[config.mk]
export PLATFORM = sky130hd
export DESIGN_NAME = multichannel_packet_reorder_buffer
export DESIGN_NICKNAME = d
export VERILOG_FILES = /design/src/hw/rtl/mprb_pkg.sv /design/src/hw/rtl/mprb_ram.sv /design/src/hw/rtl/multichannel_packet_reorder_buffer.sv
export VERILOG_INCLUDE_DIRS = /design/src /design/src/hw/rtl
export SDC_FILE = /design/constraint.sdc
export NUM_CORES = 2
export LEC_CHECK = 0
export BUFFER_PORTS_ARGS = -buffer_cell sky130_fd_sc_hd__buf_2
export CAP_MARGIN = 0
export CORE_ASPECT_RATIO = 1.5
export CORE_MARGIN = 4
export CORE_UTILIZATION = 30
export DETAILED_ROUTE_END_ITERATION = 8
export PLACE_DENSITY = 0.56
export SYNTH_ARGS = -nofsm -noshare
export SYNTH_HDL_FRONTEND = slang
export SYNTH_SLANG_ARGS = --single-unit
[constraint.sdc]
create_clock -name i_clk -period 4.9 [get_ports i_clk]
set_input_delay 0.49 -clock i_clk [delete_from_list [all_inputs] [get_ports i_clk]]
set_output_delay 0.49 -clock i_clk [all_outputs]
set_load 0.01 [all_outputs]
[src/hw/rtl/multichannel_packet_reorder_buffer_defines.svh]
// Assertion helpers for the reorder buffer.
// Each macro expects a clock named i_clk and an active-low reset named i_rst_n.
`ifndef MULTICHANNEL_PACKET_REORDER_BUFFER_DEFINES_SVH
`define MULTICHANNEL_PACKET_REORDER_BUFFER_DEFINES_SVH

// The consequent must hold in the same cycle as the antecedent.
`define MPRB_ASSERT_SAME(label, ante, cons, msg) \
    label: assert property (@(posedge i_clk) disable iff (!i_rst_n) (ante) |-> (cons)) \
        else $error(msg);

// The consequent must hold in the cycle after the antecedent.
`define MPRB_ASSERT_NEXT(label, ante, cons, msg) \
    label: assert property (@(posedge i_clk) disable iff (!i_rst_n) (ante) |=> (cons)) \
        else $error(msg);

`endif

[src/hw/rtl/mprb_pkg.sv]
`timescale 1ns / 1ps
package mprb_pkg;

    typedef enum logic [1:0] {
        CMD_RECV  = 2'd0,
        CMD_DRAIN = 2'd1,
        CMD_SEND  = 2'd2,
        CMD_CLOSE = 2'd3
    } t_cmd;

    typedef enum logic [2:0] {
        KIND_DELIVERED = 3'd0,
        KIND_BUFFERED  = 3'd1,
        KIND_OLD_DUP   = 3'd2,
        KIND_DUP       = 3'd3,
        KIND_BEYOND    = 3'd4,
        KIND_DRAIN     = 3'd5,
        KIND_ASSIGNED  = 3'd6,
        KIND_CLOSED    = 3'd7
    } t_kind;

    typedef enum logic [2:0] {
        S_CLR,
        S_IDLE,
        S_CHRD,
        S_SLRD,
        S_REL,
        S_FIN,
        S_DONE
    } t_state;

    // Most packets released by one command.
    localparam logic [4:0] MAX_RELEASE = 5'd16;

endpackage

[src/hw/rtl/mprb_ram.sv]
`timescale 1ns / 1ps
// Simple dual-port memory: one write port, one read port, registered read data.
module mprb_ram #(
    parameter int WIDTH = 17,
    parameter int DEPTH = 128,
    parameter int AW    = 7
) (
    input  logic             i_clk,
    input  logic             i_we,
    input  logic [AW-1:0]    i_waddr,
    input  logic [WIDTH-1:0] i_wdata,
    input  logic [AW-1:0]    i_raddr,
    output logic [WIDTH-1:0] o_rdata
);

    logic [WIDTH-1:0] r_mem [DEPTH];
    logic [WIDTH-1:0] r_rdata;

    always_ff @(posedge i_clk) begin
        if (i_we) begin
            r_mem[i_waddr] <= i_wdata;
        end
        r_rdata <= r_mem[i_raddr];
    end

    assign o_rdata = r_rdata;

endmodule

[src/hw/rtl/multichannel_packet_reorder_buffer.sv]
`timescale 1ns / 1ps
// Multichannel receive reorder buffer with transmit sequence numbering.
//
// One command channel: a beat is taken at a rising edge where start is high and
// busy is low. The command selects receive, drain, send (assign a transmit
// sequence number) or close for one channel. Each command produces one or more
// result beats on the o_ ports, each marked by o_valid for exactly one cycle;
// o_last flags the final beat of a command. The receiver cannot stall, so
// results go out as soon as they are known and busy alone paces the block.
//
// Timing: send, close, old-duplicate and beyond-window commands are decided from
// the channel-state read alone. A receive that only buffers or hits a duplicate
// also needs the slot read-modify-write after the channel-state read. A run of
// packets goes out one beat per cycle. Each result is registered and appears in
// the cycle after the cycle that decides it.
//
// Reset: after i_rst_n is released the block sweeps both memories with busy
// high, clearing all slot valid bits and every channel's sequence numbers,
// window base and close flag.
`include "multichannel_packet_reorder_buffer_defines.svh"
module multichannel_packet_reorder_buffer
    import mprb_pkg::*;
#(
    parameter int WINDOW   = 16,
    parameter int CHANNELS = 8,
    parameter int TAG_BITS = 16
) (
    input  logic        i_clk,
    input  logic        i_rst_n,
    input  logic        start,
    output logic        busy,
    input  logic [1:0]  i_command,
    input  logic [2:0]  i_channel,
    input  logic [31:0] i_seq_number,
    input  logic [15:0] i_payload_tag,
    input  logic [4:0]  i_budget,
    output logic        o_valid,
    output logic [2:0]  o_kind,
    output logic [2:0]  o_out_channel,
    output logic [31:0] o_out_seq,
    output logic [15:0] o_out_tag,
    output logic        o_last
);

    localparam int SLOTS = CHANNELS * WINDOW;
    localparam int WB    = $clog2(WINDOW);
    localparam int CW    = (CHANNELS > 1) ? $clog2(CHANNELS) : 1;
    localparam int SA    = $clog2(SLOTS);
    localparam int TW    = (TAG_BITS < 16) ? TAG_BITS : 16;

    // Per-channel state, kept as one word of the channel memory.
    typedef struct packed {
        logic [31:0]   exp;
        logic [31:0]   tx;
        logic          closed;
        logic [WB-1:0] base;
    } t_chan;

    // Slot memory word.
    typedef struct packed {
        logic          valid;
        logic [TW-1:0] tag;
    } t_slot;

    // Channel index reduced modulo CHANNELS by repeated subtraction.
    function automatic logic [2:0] f_chan(input logic [2:0] c);
        logic [8:0] v;
        v = 9'(c);
        for (int i = 0; i < 8; i++) begin
            if (v >= 9'(CHANNELS)) begin
                v = v - 9'(CHANNELS);
            end
        end
        return v[2:0];
    endfunction

    function automatic logic [WB-1:0] f_wrap(input logic [WB:0] s);
        logic [WB:0] r;
        r = s;
        if (s >= (WB+1)'(WINDOW)) begin
            r = s - (WB+1)'(WINDOW);
        end
        return r[WB-1:0];
    endfunction

    function automatic logic [WB-1:0] f_inc(input logic [WB-1:0] b);
        return f_wrap((WB+1)'(b) + (WB+1)'(1));
    endfunction

    function automatic logic [SA-1:0] f_addr(input logic [CW-1:0] ch, input logic [WB-1:0] sl);
        return SA'(ch) * SA'(WINDOW) + SA'(sl);
    endfunction

    // Control registers.
    t_state         r_state, n_state;
    logic [SA-1:0]  r_clr, n_clr;
    logic           r_hold_v, n_hold_v;
    logic           r_o_valid, n_o_valid;

    // Item and working registers.
    t_cmd           r_cmd, n_cmd;
    logic [2:0]     r_ch3, n_ch3;
    logic [31:0]    r_seq, n_seq;
    logic [TW-1:0]  r_tag, n_tag;
    logic [4:0]     r_limit, n_limit;
    logic [4:0]     r_cnt, n_cnt;
    logic [WB-1:0]  r_slot, n_slot;
    logic           r_off_zero, n_off_zero;
    t_chan          r_cs, n_cs;
    logic [31:0]    r_hold_seq, n_hold_seq;
    logic [TW-1:0]  r_hold_tag, n_hold_tag;
    t_kind          r_o_kind, n_o_kind;
    logic [2:0]     r_o_ch, n_o_ch;
    logic [31:0]    r_o_seq, n_o_seq;
    logic [15:0]    r_o_tag, n_o_tag;
    logic           r_o_last, n_o_last;

    // Memory ports.
    logic           ch_we;
    logic [CW-1:0]  ch_wa, ch_ra;
    t_chan          ch_wd, ch_rd;
    logic           sl_we;
    logic [SA-1:0]  sl_wa, sl_ra;
    t_slot          sl_wd, sl_rd;

    logic [CW-1:0]  cur_ch;
    logic [31:0]    off;
    logic [2:0]     in_ch3;

    assign cur_ch = CW'(r_ch3);
    assign in_ch3 = f_chan(i_channel);
    assign off    = r_seq - ch_rd.exp;

    mprb_ram #(
        .WIDTH ($bits(t_chan)),
        .DEPTH (CHANNELS),
        .AW    (CW)
    ) u_chan_ram (
        .i_clk   (i_clk),
        .i_we    (ch_we),
        .i_waddr (ch_wa),
        .i_wdata (ch_wd),
        .i_raddr (ch_ra),
        .o_rdata (ch_rd)
    );

    mprb_ram #(
        .WIDTH ($bits(t_slot)),
        .DEPTH (SLOTS),
        .AW    (SA)
    ) u_slot_ram (
        .i_clk   (i_clk),
        .i_we    (sl_we),
        .i_waddr (sl_wa),
        .i_wdata (sl_wd),
        .i_raddr (sl_ra),
        .o_rdata (sl_rd)
    );

    always_ff @(posedge i_clk) begin
        if (!i_rst_n) begin
            r_state   <= S_CLR;
            r_clr     <= '0;
            r_hold_v  <= 1'b0;
            r_o_valid <= 1'b0;
        end else begin
            r_state   <= n_state;
            r_clr     <= n_clr;
            r_hold_v  <= n_hold_v;
            r_o_valid <= n_o_valid;
        end
    end

    always_ff @(posedge i_clk) begin
        r_cmd      <= n_cmd;
        r_ch3      <= n_ch3;
        r_seq      <= n_seq;
        r_tag      <= n_tag;
        r_limit    <= n_limit;
        r_cnt      <= n_cnt;
        r_slot     <= n_slot;
        r_off_zero <= n_off_zero;
        r_cs       <= n_cs;
        r_hold_seq <= n_hold_seq;
        r_hold_tag <= n_hold_tag;
        r_o_kind   <= n_o_kind;
        r_o_ch     <= n_o_ch;
        r_o_seq    <= n_o_seq;
        r_o_tag    <= n_o_tag;
        r_o_last   <= n_o_last;
    end

    always_comb begin
        n_state    = r_state;
        n_clr      = r_clr;
        n_hold_v   = r_hold_v;
        n_cmd      = r_cmd;
        n_ch3      = r_ch3;
        n_seq      = r_seq;
        n_tag      = r_tag;
        n_limit    = r_limit;
        n_cnt      = r_cnt;
        n_slot     = r_slot;
        n_off_zero = r_off_zero;
        n_cs       = r_cs;
        n_hold_seq = r_hold_seq;
        n_hold_tag = r_hold_tag;

        // Result beat defaults: nothing goes out this cycle.
        n_o_valid  = 1'b0;
        n_o_kind   = r_o_kind;
        n_o_ch     = r_ch3;
        n_o_seq    = r_o_seq;
        n_o_tag    = r_o_tag;
        n_o_last   = 1'b0;

        ch_we = 1'b0;
        ch_wa = cur_ch;
        ch_wd = r_cs;
        ch_ra = cur_ch;
        sl_we = 1'b0;
        sl_wa = f_addr(cur_ch, r_cs.base);
        sl_wd = '{valid: 1'b0, tag: r_tag};
        sl_ra = f_addr(cur_ch, r_cs.base);

        unique case (r_state)
            S_CLR: begin
                // Post-reset sweep over every slot; the channel words ride along.
                sl_we = 1'b1;
                sl_wa = r_clr;
                sl_wd = '0;
                ch_wa = CW'(r_clr);
                ch_wd = '0;
                ch_we = (r_clr < SA'(CHANNELS));
                if (r_clr == SA'(SLOTS - 1)) begin
                    n_state = S_IDLE;
                end else begin
                    n_clr = r_clr + SA'(1);
                end
            end

            S_IDLE: begin
                if (start) begin
                    n_cmd   = t_cmd'(i_command);
                    n_ch3   = in_ch3;
                    n_seq   = i_seq_number;
                    n_tag   = i_payload_tag[TW-1:0];
                    n_limit = (i_budget > MAX_RELEASE) ? MAX_RELEASE : i_budget;
                    ch_ra   = CW'(in_ch3);
                    n_state = S_CHRD;
                end
            end

            S_CHRD: begin
                // Channel word is on the read port now.
                n_cs = ch_rd;
                unique case (r_cmd)
                    CMD_RECV: begin
                        if (off[31]) begin
                            n_o_valid = 1'b1;
                            n_o_kind  = KIND_OLD_DUP;
                            n_o_seq   = r_seq;
                            n_o_tag   = 16'(r_tag);
                            n_o_last  = 1'b1;
                            n_state   = S_IDLE;
                        end else if (off >= 32'(WINDOW)) begin
                            n_o_valid = 1'b1;
                            n_o_kind  = KIND_BEYOND;
                            n_o_seq   = r_seq;
                            n_o_tag   = 16'(r_tag);
                            n_o_last  = 1'b1;
                            n_state   = S_IDLE;
                        end else begin
                            n_slot     = f_wrap((WB+1)'(ch_rd.base) + (WB+1)'(off[WB-1:0]));
                            n_off_zero = (off == 32'd0);
                            sl_ra      = f_addr(cur_ch, n_slot);
                            n_state    = S_SLRD;
                        end
                    end
                    CMD_DRAIN: begin
                        n_cnt = '0;
                        if (!ch_rd.closed && r_limit != 5'd0) begin
                            sl_ra   = f_addr(cur_ch, ch_rd.base);
                            n_state = S_REL;
                        end else begin
                            n_state = S_DONE;
                        end
                    end
                    CMD_SEND: begin
                        n_o_valid = 1'b1;
                        n_o_tag   = '0;
                        n_o_last  = 1'b1;
                        if (ch_rd.closed) begin
                            n_o_kind = KIND_CLOSED;
                            n_o_seq  = '0;
                        end else begin
                            n_o_kind = KIND_ASSIGNED;
                            n_o_seq  = ch_rd.tx;
                            ch_we    = 1'b1;
                            ch_wd    = ch_rd;
                            ch_wd.tx = ch_rd.tx + 32'd1;
                        end
                        n_state = S_IDLE;
                    end
                    CMD_CLOSE: begin
                        ch_we        = 1'b1;
                        ch_wd        = ch_rd;
                        ch_wd.closed = 1'b1;
                        n_o_valid    = 1'b1;
                        n_o_kind     = KIND_CLOSED;
                        n_o_seq      = '0;
                        n_o_tag      = '0;
                        n_o_last     = 1'b1;
                        n_state      = S_IDLE;
                    end
                    default: begin
                        n_state = S_IDLE;
                    end
                endcase
            end

            S_SLRD: begin
                sl_wa = f_addr(cur_ch, r_slot);
                if (sl_rd.valid) begin
                    n_o_valid = 1'b1;
                    n_o_kind  = KIND_DUP;
                    n_o_seq   = r_seq;
                    n_o_tag   = 16'(r_tag);
                    n_o_last  = 1'b1;
                    n_state   = S_IDLE;
                end else if (r_off_zero && !r_cs.closed && r_limit != 5'd0) begin
                    // The new packet is the head of the run: it is released at once,
                    // so its slot is written back empty.
                    sl_we      = 1'b1;
                    sl_wd      = '{valid: 1'b0, tag: r_tag};
                    n_hold_v   = 1'b1;
                    n_hold_seq = r_cs.exp;
                    n_hold_tag = r_tag;
                    n_cs.exp   = r_cs.exp + 32'd1;
                    n_cs.base  = f_inc(r_cs.base);
                    n_cnt      = 5'd1;
                    if (5'd1 < r_limit) begin
                        sl_ra   = f_addr(cur_ch, n_cs.base);
                        n_state = S_REL;
                    end else begin
                        n_state = S_FIN;
                    end
                end else begin
                    sl_we     = 1'b1;
                    sl_wd     = '{valid: 1'b1, tag: r_tag};
                    n_o_valid = 1'b1;
                    n_o_kind  = KIND_BUFFERED;
                    n_o_seq   = r_seq;
                    n_o_tag   = 16'(r_tag);
                    n_o_last  = 1'b1;
                    n_state   = S_IDLE;
                end
            end

            S_REL: begin
                // One held delivery is kept back so that the last flag is known
                // before it goes out.
                if (sl_rd.valid) begin
                    if (r_hold_v) begin
                        n_o_valid = 1'b1;
                        n_o_kind  = KIND_DELIVERED;
                        n_o_seq   = r_hold_seq;
                        n_o_tag   = 16'(r_hold_tag);
                    end
                    n_hold_v   = 1'b1;
                    n_hold_seq = r_cs.exp;
                    n_hold_tag = sl_rd.tag;
                    sl_we      = 1'b1;
                    sl_wd      = '{valid: 1'b0, tag: sl_rd.tag};
                    n_cs.exp   = r_cs.exp + 32'd1;
                    n_cs.base  = f_inc(r_cs.base);
                    n_cnt      = r_cnt + 5'd1;
                    if ((r_cnt + 5'd1) < r_limit) begin
                        sl_ra = f_addr(cur_ch, n_cs.base);
                    end else begin
                        n_state = S_FIN;
                    end
                end else begin
                    n_state = S_FIN;
                end
            end

            S_FIN: begin
                if (r_hold_v) begin
                    n_o_valid = 1'b1;
                    n_o_kind  = KIND_DELIVERED;
                    n_o_seq   = r_hold_seq;
                    n_o_tag   = 16'(r_hold_tag);
                    n_o_last  = (r_cmd == CMD_RECV);
                end
                n_hold_v = 1'b0;
                if (r_cmd == CMD_RECV) begin
                    ch_we   = 1'b1;
                    n_state = S_IDLE;
                end else begin
                    n_state = S_DONE;
                end
            end

            S_DONE: begin
                ch_we     = 1'b1;
                n_o_valid = 1'b1;
                n_o_kind  = KIND_DRAIN;
                n_o_seq   = r_cs.exp;
                n_o_tag   = '0;
                n_o_last  = 1'b1;
                n_state   = S_IDLE;
            end

            default: begin
                n_state = S_IDLE;
            end
        endcase
    end

    assign busy          = (r_state != S_IDLE);
    assign o_valid       = r_o_valid;
    assign o_kind        = r_o_kind;
    assign o_out_channel = r_o_ch;
    assign o_out_seq     = r_o_seq;
    assign o_out_tag     = r_o_tag;
    assign o_last        = r_o_last;

    // No results while the memories are being cleared.
    `MPRB_ASSERT_SAME(a_no_result_in_clear, r_state == S_CLR, !o_valid, "result during clear")
    // An accepted command always starts with the channel word read.
    `MPRB_ASSERT_NEXT(a_accept_reads_chan, start && !busy, r_state == S_CHRD, "accept without read")
    // A held delivery exists only while a run is being released.
    `MPRB_ASSERT_SAME(a_hold_in_run, r_hold_v, r_state == S_REL || r_state == S_FIN, "stray hold")
    // The last beat of a command is never followed directly by another beat.
    `MPRB_ASSERT_NEXT(a_last_ends_burst, o_valid && o_last, !o_valid, "beat after last")

endmodule

# Word level (Yosys, flattened, before mapping)
# Memory sizes are Yosys's and may differ from the RTL's. A register that Yosys moved wholly into a read port is not among the register bits.
# Cells that the tools add are included.
dict set report totals {
  ff_bits 252
  latchBits 0
  ram_bits 2728
  mem_bits_ro 0
  input_bits 61
  out_inout_bits 57
  wordCells 213
  n_memories 2
}
# memory depth word_bits read_ports rd_ports_with_merged_regs write_ports line
set memory_table {}
lappend memory_table {u_slot_ram.r_mem 128 17 1 1 1 mprb_ram.sv:16} ;# logic [WIDTH-1:0] r_mem [DEPTH];
lappend memory_table {u_chan_ram.r_mem 8 69 1 1 1 mprb_ram.sv:16}
dict set report op_classes {
  addsub 15
  n_mul 0
  div_mod_pow 0
  magnitude_cmp 7
  n_eq_ne 22
  n_shift 0
  muxes 117
  bitwise_logic 3
  reduce_logical 24
}
# op n
set ops {}
lappend ops {{32-bit two-way mux} 13}
lappend ops {{69-bit case mux with 2 select lines} 2}
lappend ops {{32-bit case mux with 3 select lines} 2}
lappend ops {{16-bit two-way mux} 10}
lappend ops {{32-bit case mux with 5 select lines} 1}
lappend ops {{16-bit case mux with 5 select lines} 1}
lappend ops {{69-bit two-way mux} 1}
lappend ops {{32-bit by 1-bit adder with 32-bit output, second input constant} 2}
lappend ops {{16-bit case mux with 2 select lines} 2}
lappend ops {{32-bit case mux with 2 select lines} 1}
lappend ops {{4-bit two-way mux} 14}
lappend ops {{7-bit two-way mux} 8}
lappend ops {{17-bit case mux with 3 select lines} 1}
lappend ops {{3-bit two-way mux} 16}
lappend ops {{7-bit by 4-bit adder with 7-bit output} 6}
lappend ops {{17-bit two-way mux} 2}
lappend ops {{32-bit by 5-bit >= comparator with 1-bit output, second input constant} 1}
lappend ops {{32-bit zero test} 1}
lappend ops {{32-bit subtractor} 1}
lappend ops {{7-bit case mux with 2 select lines} 2}
lappend ops {{7-bit case mux with 3 select lines} 1}
lappend ops {{1-bit two-way mux} 20}
lappend ops {{5-bit two-way mux} 4}
lappend ops {{3-bit case mux with 3 select lines} 2}
lappend ops {{45 further kinds} 74}

# Longest topological paths before layout
dict set report depth {
  depth_word 13
  depth_mapped 26
  ltp_nobuf 19
}

# By module
# Synthesis repeated with hierarchy kept, for this count alone.
dict set report hier_totals {
  cells_unflattened 5727
  area_unflattened_um2 120757.1
}
# module n_inst cells_each area_each_um2 seq_area_each_um2
set modules_own_cells {}
lappend modules_own_cells {{mprb_ram (u_slot_ram)} 1 3269 83388.7 65683.0}
lappend modules_own_cells {{mprb_ram (u_chan_ram)} 1 880 22157.5 17957.2}
lappend modules_own_cells {multichannel_packet_reorder_buffer 1 1578 15210.8 7377.1}

# Worst setup path after synthesis
# OpenSTA, ideal clock, no wires.
dict set report synth_path {
  path_kind {register -> register}
  start {reg r_state[2]}
  end {mem u_chan_ram.r_mem[7][0] (netlist bit) (enable)}
  setup_time_ps 497
  arrival_ps 4615
  required_ps 4403
  slack_ps -211
  stages_incl_launch_ff 8
  path_buffers 1
  period_less_slack_ps 5111
  cell_sequence {dfxtp_1 -> clkbuf_1 -> or4_1 -> nor3_1 -> a21oi_1 -> o22a_1 -> or2_2 -> nor2_1}
}
dict set report synth_between {
  elab_chain_len 4
  word_cells_on_any_way 8
  cone_classes {3 x eq/ne; 4 x mux; 1 x reduce/logical}
}
# item line
set synth_rtl {}
lappend synth_rtl {{from (decl)} multichannel_packet_reorder_buffer.sv:95} ;# t_state r_state, n_state;
lappend synth_rtl {{from (signal assigned)} multichannel_packet_reorder_buffer.sv:167} ;# r_state <= n_state;
lappend synth_rtl {{3-bit equality test, or another cell as far along} multichannel_packet_reorder_buffer.sv:226} ;# unique case (r_state)
lappend synth_rtl {{1-bit case mux with 4 select lines} multichannel_packet_reorder_buffer.sv:226}
lappend synth_rtl {{1-bit two-way mux} mprb_ram.sv:20} ;# if (i_we) begin
lappend synth_rtl {{1-bit two-way mux (not written as such)} mprb_ram.sv:21} ;# r_mem[i_waddr] <= i_wdata;
lappend synth_rtl {{to (decl)} mprb_ram.sv:16}
# Several ways; a longest one is shown, not always the timed one.

# Final worst setup path
dict set report layout_path {
  start {reg u_chan_ram.r_rdata[63] (netlist: u_chan_ram.o_rdata[63]) (read register of u_chan_ram.r_mem)}
  end {reg u_slot_ram.r_rdata[12] (netlist: u_slot_ram.o_rdata[12]) (read register of u_slot_ram.r_mem)}
}
dict set report layout_between {
  elab_chain_len 6
}
# item line
set layout_rtl {}
lappend layout_rtl {{from (decl)} mprb_ram.sv:17} ;# logic [WIDTH-1:0] r_rdata;
lappend layout_rtl {{32-bit subtractor (*)} multichannel_packet_reorder_buffer.sv:132} ;# assign off = r_seq - ch_rd.exp;
lappend layout_rtl {{32-bit by 5-bit >= comparator with 1-bit output} multichannel_packet_reorder_buffer.sv:266} ;# end else if (off >= 32'(WINDOW)) begin
lappend layout_rtl {{7-bit two-way mux} multichannel_packet_reorder_buffer.sv:266}
lappend layout_rtl {{7-bit two-way mux (*)} multichannel_packet_reorder_buffer.sv:259} ;# if (off[31]) begin
lappend layout_rtl {{7-bit case mux with 2 select lines (*)} multichannel_packet_reorder_buffer.sv:257} ;# unique case (r_cmd)
lappend layout_rtl {{7-bit case mux with 3 select lines (*)} multichannel_packet_reorder_buffer.sv:226}
lappend layout_rtl {{to (decl)} mprb_ram.sv:17}
# Mark *: on every way between the ends. The rest lies on a longest branch, timed or not.
# A chain may end at the register's enable or synchronous reset.

==> results.tsv <==
metric	value	unit
status	finished, violations left	
failing checks	setup timing	
met2 layer usage reported by global route	34.08	%
number of top-level pins	118	
launch point of the worst hold path	i_payload_tag[2]	
arrival time at the worst endpoint	6.61	ns
Final HPWL DP	288100	um
clk root buf	clkbuf_16	
Final Skew	0.1341	ns
distinct cell type count of the synthesized netlist	99	
Slew Viols, Final	0	
flop and latch count out of synthesis	3066	
slack of the critical path	-0.8720	ns
warning count from the yosys run	0	
sink count of the clock tree	3066	
peak per-stage delay on the critical path	0.55	ns
maximum number of pins on one net before global-route repair	144	
full die area	0.4253	mm2
Worst EP required	5.74	ns
Max-cap violations	0	
Std-Cell Rows	289	
final net count	10600	
Mapped Nets	9438	
remaining antenna violation count	0	
dominant synthesized flop cell	edfxtp_1	
horizontal die dimension	533.8	um
Crit Path Class	flop to flop	
met3 track utilization from global routing	2.602	%
filler cell count	39060	
final hold violations	0	
TritonCTS clock tree	done	
RR Startpoint	u_chan_ram.o_rdata[63]	
Fmax	0.1733	GHz
Layout area overhead	23.40	%
total leakage power	52.07	nW
per-instance average area after synthesis	13.33	um2
vias in the first global route	83190	
number of placed instances, taps included	15540	
clock share of power	41.9	%
slew at the pin closest to its max-slew limit	1.384	ns
antenna violations before repair	16	
part of the power in combinational logic	3.2	%
worst-path cell with the longest stage delay	a221o_4	
fraction of registers with async set or reset after synthesis	0	%
Vert. Die Dim	796.7	um
Pre-Repair DR Iteration Count	8	
type of the worst min-delay path	input pin to flop	
critical-path maximum fanout	8	
proportion of synthesized chip area in sequential cells	73.16	%
routability congestion estimate from global placement	0.9570	
CTS max path bufs	4	
register clock-pin slew on the reported worst setup and hold paths	0.06	ns
initial detailed-routing violation count	9326	
setup tns final	-12.67	ns
count of vias placed by the detailed router	85770	
final instance count without filler cells	16250	
Final setup violation count	17	
RSZ-0062 raised after global routing	true	
timing startpoint of the critical path	u_chan_ram.o_rdata[63]	
gr busiest metal	met2	
via density per instance	5.280	
post-layout instance area	0.1535	mm2
cts bufs inserted	283	
number of synthesized flops with an enable pin	2961	
final critical-path share of the clock period	117.8	%
net switching power	11.09	mW
DRT Wirelength	436800	um
overall routing resource usage	19.58	%
Mapped Area	0.1244	mm2
library cell occupying the most area in the post-synthesis netlist	edfxtp_1	
number of H-tree branching levels	5	
number of standard cells after synthesis	9330	
switching share of power	21.06	%
initial core utilization	30.13	%
Hold Slack	0.2709	ns
layout cells sized above 1	20.31	%
area share of the leading cell type in the synthesized netlist	71.47	%
post-detailed-route wirelength per cell	26.89	um
category of the worst setup path launch point	flop	
number of buffers added on ports	117	
worst path cell trace	inv_1, ha_1, buf_4, nor3_1, o21bai_1, and3b_1, a31oi_1, nand4_1, or4_4, nor4_4, nand4bb_4, buf_6, a221o_4, buf_12, buf_16, buf_12, buf_8, mux2i_1, a32oi_1, nand4_1, a21oi_4, o31a_1, a21o_1	
DRC violations left	0	
GR Overflow Total	0	
worst voltage drop across the vdd grid	0.0002666	V
Total Power Consumption	52.67	mW
worst-case headroom to the max-slew limit	6.737	%
M1 GR Usage	23.21	%
clock latency on the worst-skew pair	0.93	ns
Worst setup EP type	flop	
Core Area	0.4129	mm2
time the final worst path needs with I/O delays and setup	5.772	ns
global-route wire length before repair	610800	um
Internal Pwr Total	41.58	mW
share of power burned in registers	54.9	%
Pwr Density	343.1	mW/mm2
top area cells in the synthesized netlist	edfxtp_1 (71%), nand2_1 (7.3%), nand3_1 (3.2%), mux2i_1 (2.9%), dfxtp_1 (1.7%)	
instance area after placement	0.1402	mm2
layer usage:
metal	up-vias	share of wire [%]	wire (um)
met1	43570	36	158700
met4	8	6.8	29560
met3	915	7.1	30890
li1	37250	-	-
met5	-	0.012	52
met2	4022	50	217600
logic make-up after synthesis:
family | synth area share (%)
flip-flops | 73.16
adder cells (fa/ha/maj) | 0.4848
AO/OA/AOI/OAI | 6.942
multiplexers | 3.014
AND/OR/NAND/NOR | 13.43
buffers and inverters | 2.399
XOR/XNOR | 0.5632
power groups by stage:
| stage | Combinational [mW] | Sequential, mW | Clock [mW] |
|---|---|---|---|
| 2_1_floorplan | 0.725 | 29.4 | 0 |
| 3_3_place_gp | 1.52 | 29.5 | 0 |
| 3_5_place_dp | 1.52 | 29.5 | 0 |
| 4_1_cts | 1.62 | 28.9 | 22.4 |
| 5_1_grt | 1.77 | 28.9 | 23.5 |
| 6_report | 1.67 | 28.9 | 22.1 |
cells in the mapped netlist (16+ instances only):
library cell	count
a21oi_1	184
o31ai_1	17
nand3_1	797
a32o_1	29
buf_4	37
a22oi_1	16
nand2_1	2422
o21ai_0	188
a32oi_1	194
edfxtp_1	2961
a311oi_1	58
ha_1	45
inv_1	70
buf_1	37
xor2_1	42
xnor2_1	38
o221ai_1	18
nor3_1	36
clkbuf_1	286
a221oi_1	54
a222oi_1	32
and3_1	95
buf_6	17
nor2_1	326
a31oi_1	99
a21o_1	22
o22ai_1	57
mux2i_1	365
a22o_1	64
nand4_1	151
dfxtp_1	105
buf_2	202
state kept, by name, indices dropped and copies added (netlist names), 5 cells and up:
signal	count
u_slot_ram.r_mem	2176
u_chan_ram.r_mem	552
r_hold_seq	32
u_chan_ram.o_rdata	69
r_seq	32
r_hold_tag	16
r_tag	16
r_limit	5
o_out_seq	32
r_cs	69
u_slot_ram.o_rdata	17
o_out_tag	16
r_cnt	5
r_clr	7
final timing paths:
check                           endpoint  slack (ns)  depth (start not counted)
setup reg to reg  u_slot_ram.o_rdata[12]       -0.87                         23
hold / removal                  r_tag[2]        0.27                          2
setup / recovery  u_slot_ram.o_rdata[12]       -0.87                         23
hold reg to reg                 r_hold_v        0.52                          2
placed cells by master, fill, tap and decap left out, types with 23 or more instances in the layout:
master	Yosys	final
clkbuf_1	286	63
a221oi_1	54	40
buf_4	37	1012
a32oi_1	194	184
dfxtp_1	105	95
nand4_1	151	151
a222oi_1	32	32
clkbuf_16	0	299
edfxtp_1	2961	2961
clkinv_1	2	46
nor2_2	1	61
buf_6	17	61
a31oi_1	99	84
and3_1	95	87
nor2_1	326	253
nor3_1	36	24
xnor2_1	38	35
inv_1	70	61
nand2_1	2422	2411
a32o_1	29	28
bufinv_16	0	23
a22o_1	64	48
o22ai_1	57	54
nand3_1	797	783
a311oi_1	58	40
mux2i_1	365	348
clkinv_2	0	48
a21oi_1	184	157
o21ai_0	188	176
buf_2	202	117
dlygate4sd3_1	0	57
buf_12	0	154
ha_1	45	30
xor2_1	42	42
critical path: cells and delay by family, from the launching register on:
family / cells / cell delay (ns)
muxes: 1 / 0.11
DFF: 1 / 0.39
adders and majority gates: 1 / 0.41
buffers and inverters: 7 / 1.09
and+or+nand+nor: 7 / 1.74
AOI/OAI and AO/OA: 7 / 1.96
layout make-up:
class	instances	area (um2)	area share [%]
antenna	9	22.52	0.01467
timing repair buffer	1455	13740	8.950
multi-input combinational	5608	32510	21.18
clock inverter	144	1431	0.9324
tap	5529	6918	4.506
sequential	3066	91030	59.30
clock buffer	359	7565	4.928
inverter	75	294.0	0.1915
per-stage QoR:
stage | util [%] | setup WS (ns)
floorplan | - | -0.2112
global placement | 33.95 | -2.356
detailed placement | 33.95 | -1.910
CTS | 36.75 | -0.8154
global route | 37.17 | -0.9892
finish | 37.18 | -0.8720
timing repair:
item / in CTS / in global routing
hold buffers: 57 / 0
endpoints found under the setup margin: 75 / 74
pin swaps: 77 / 104
cloned: 9 / 10
setup buffers: 68 / 64
hold endpoints to repair: 59 / 0
resized for setup: 231 / 241
(Power assumes the default switching activity.)
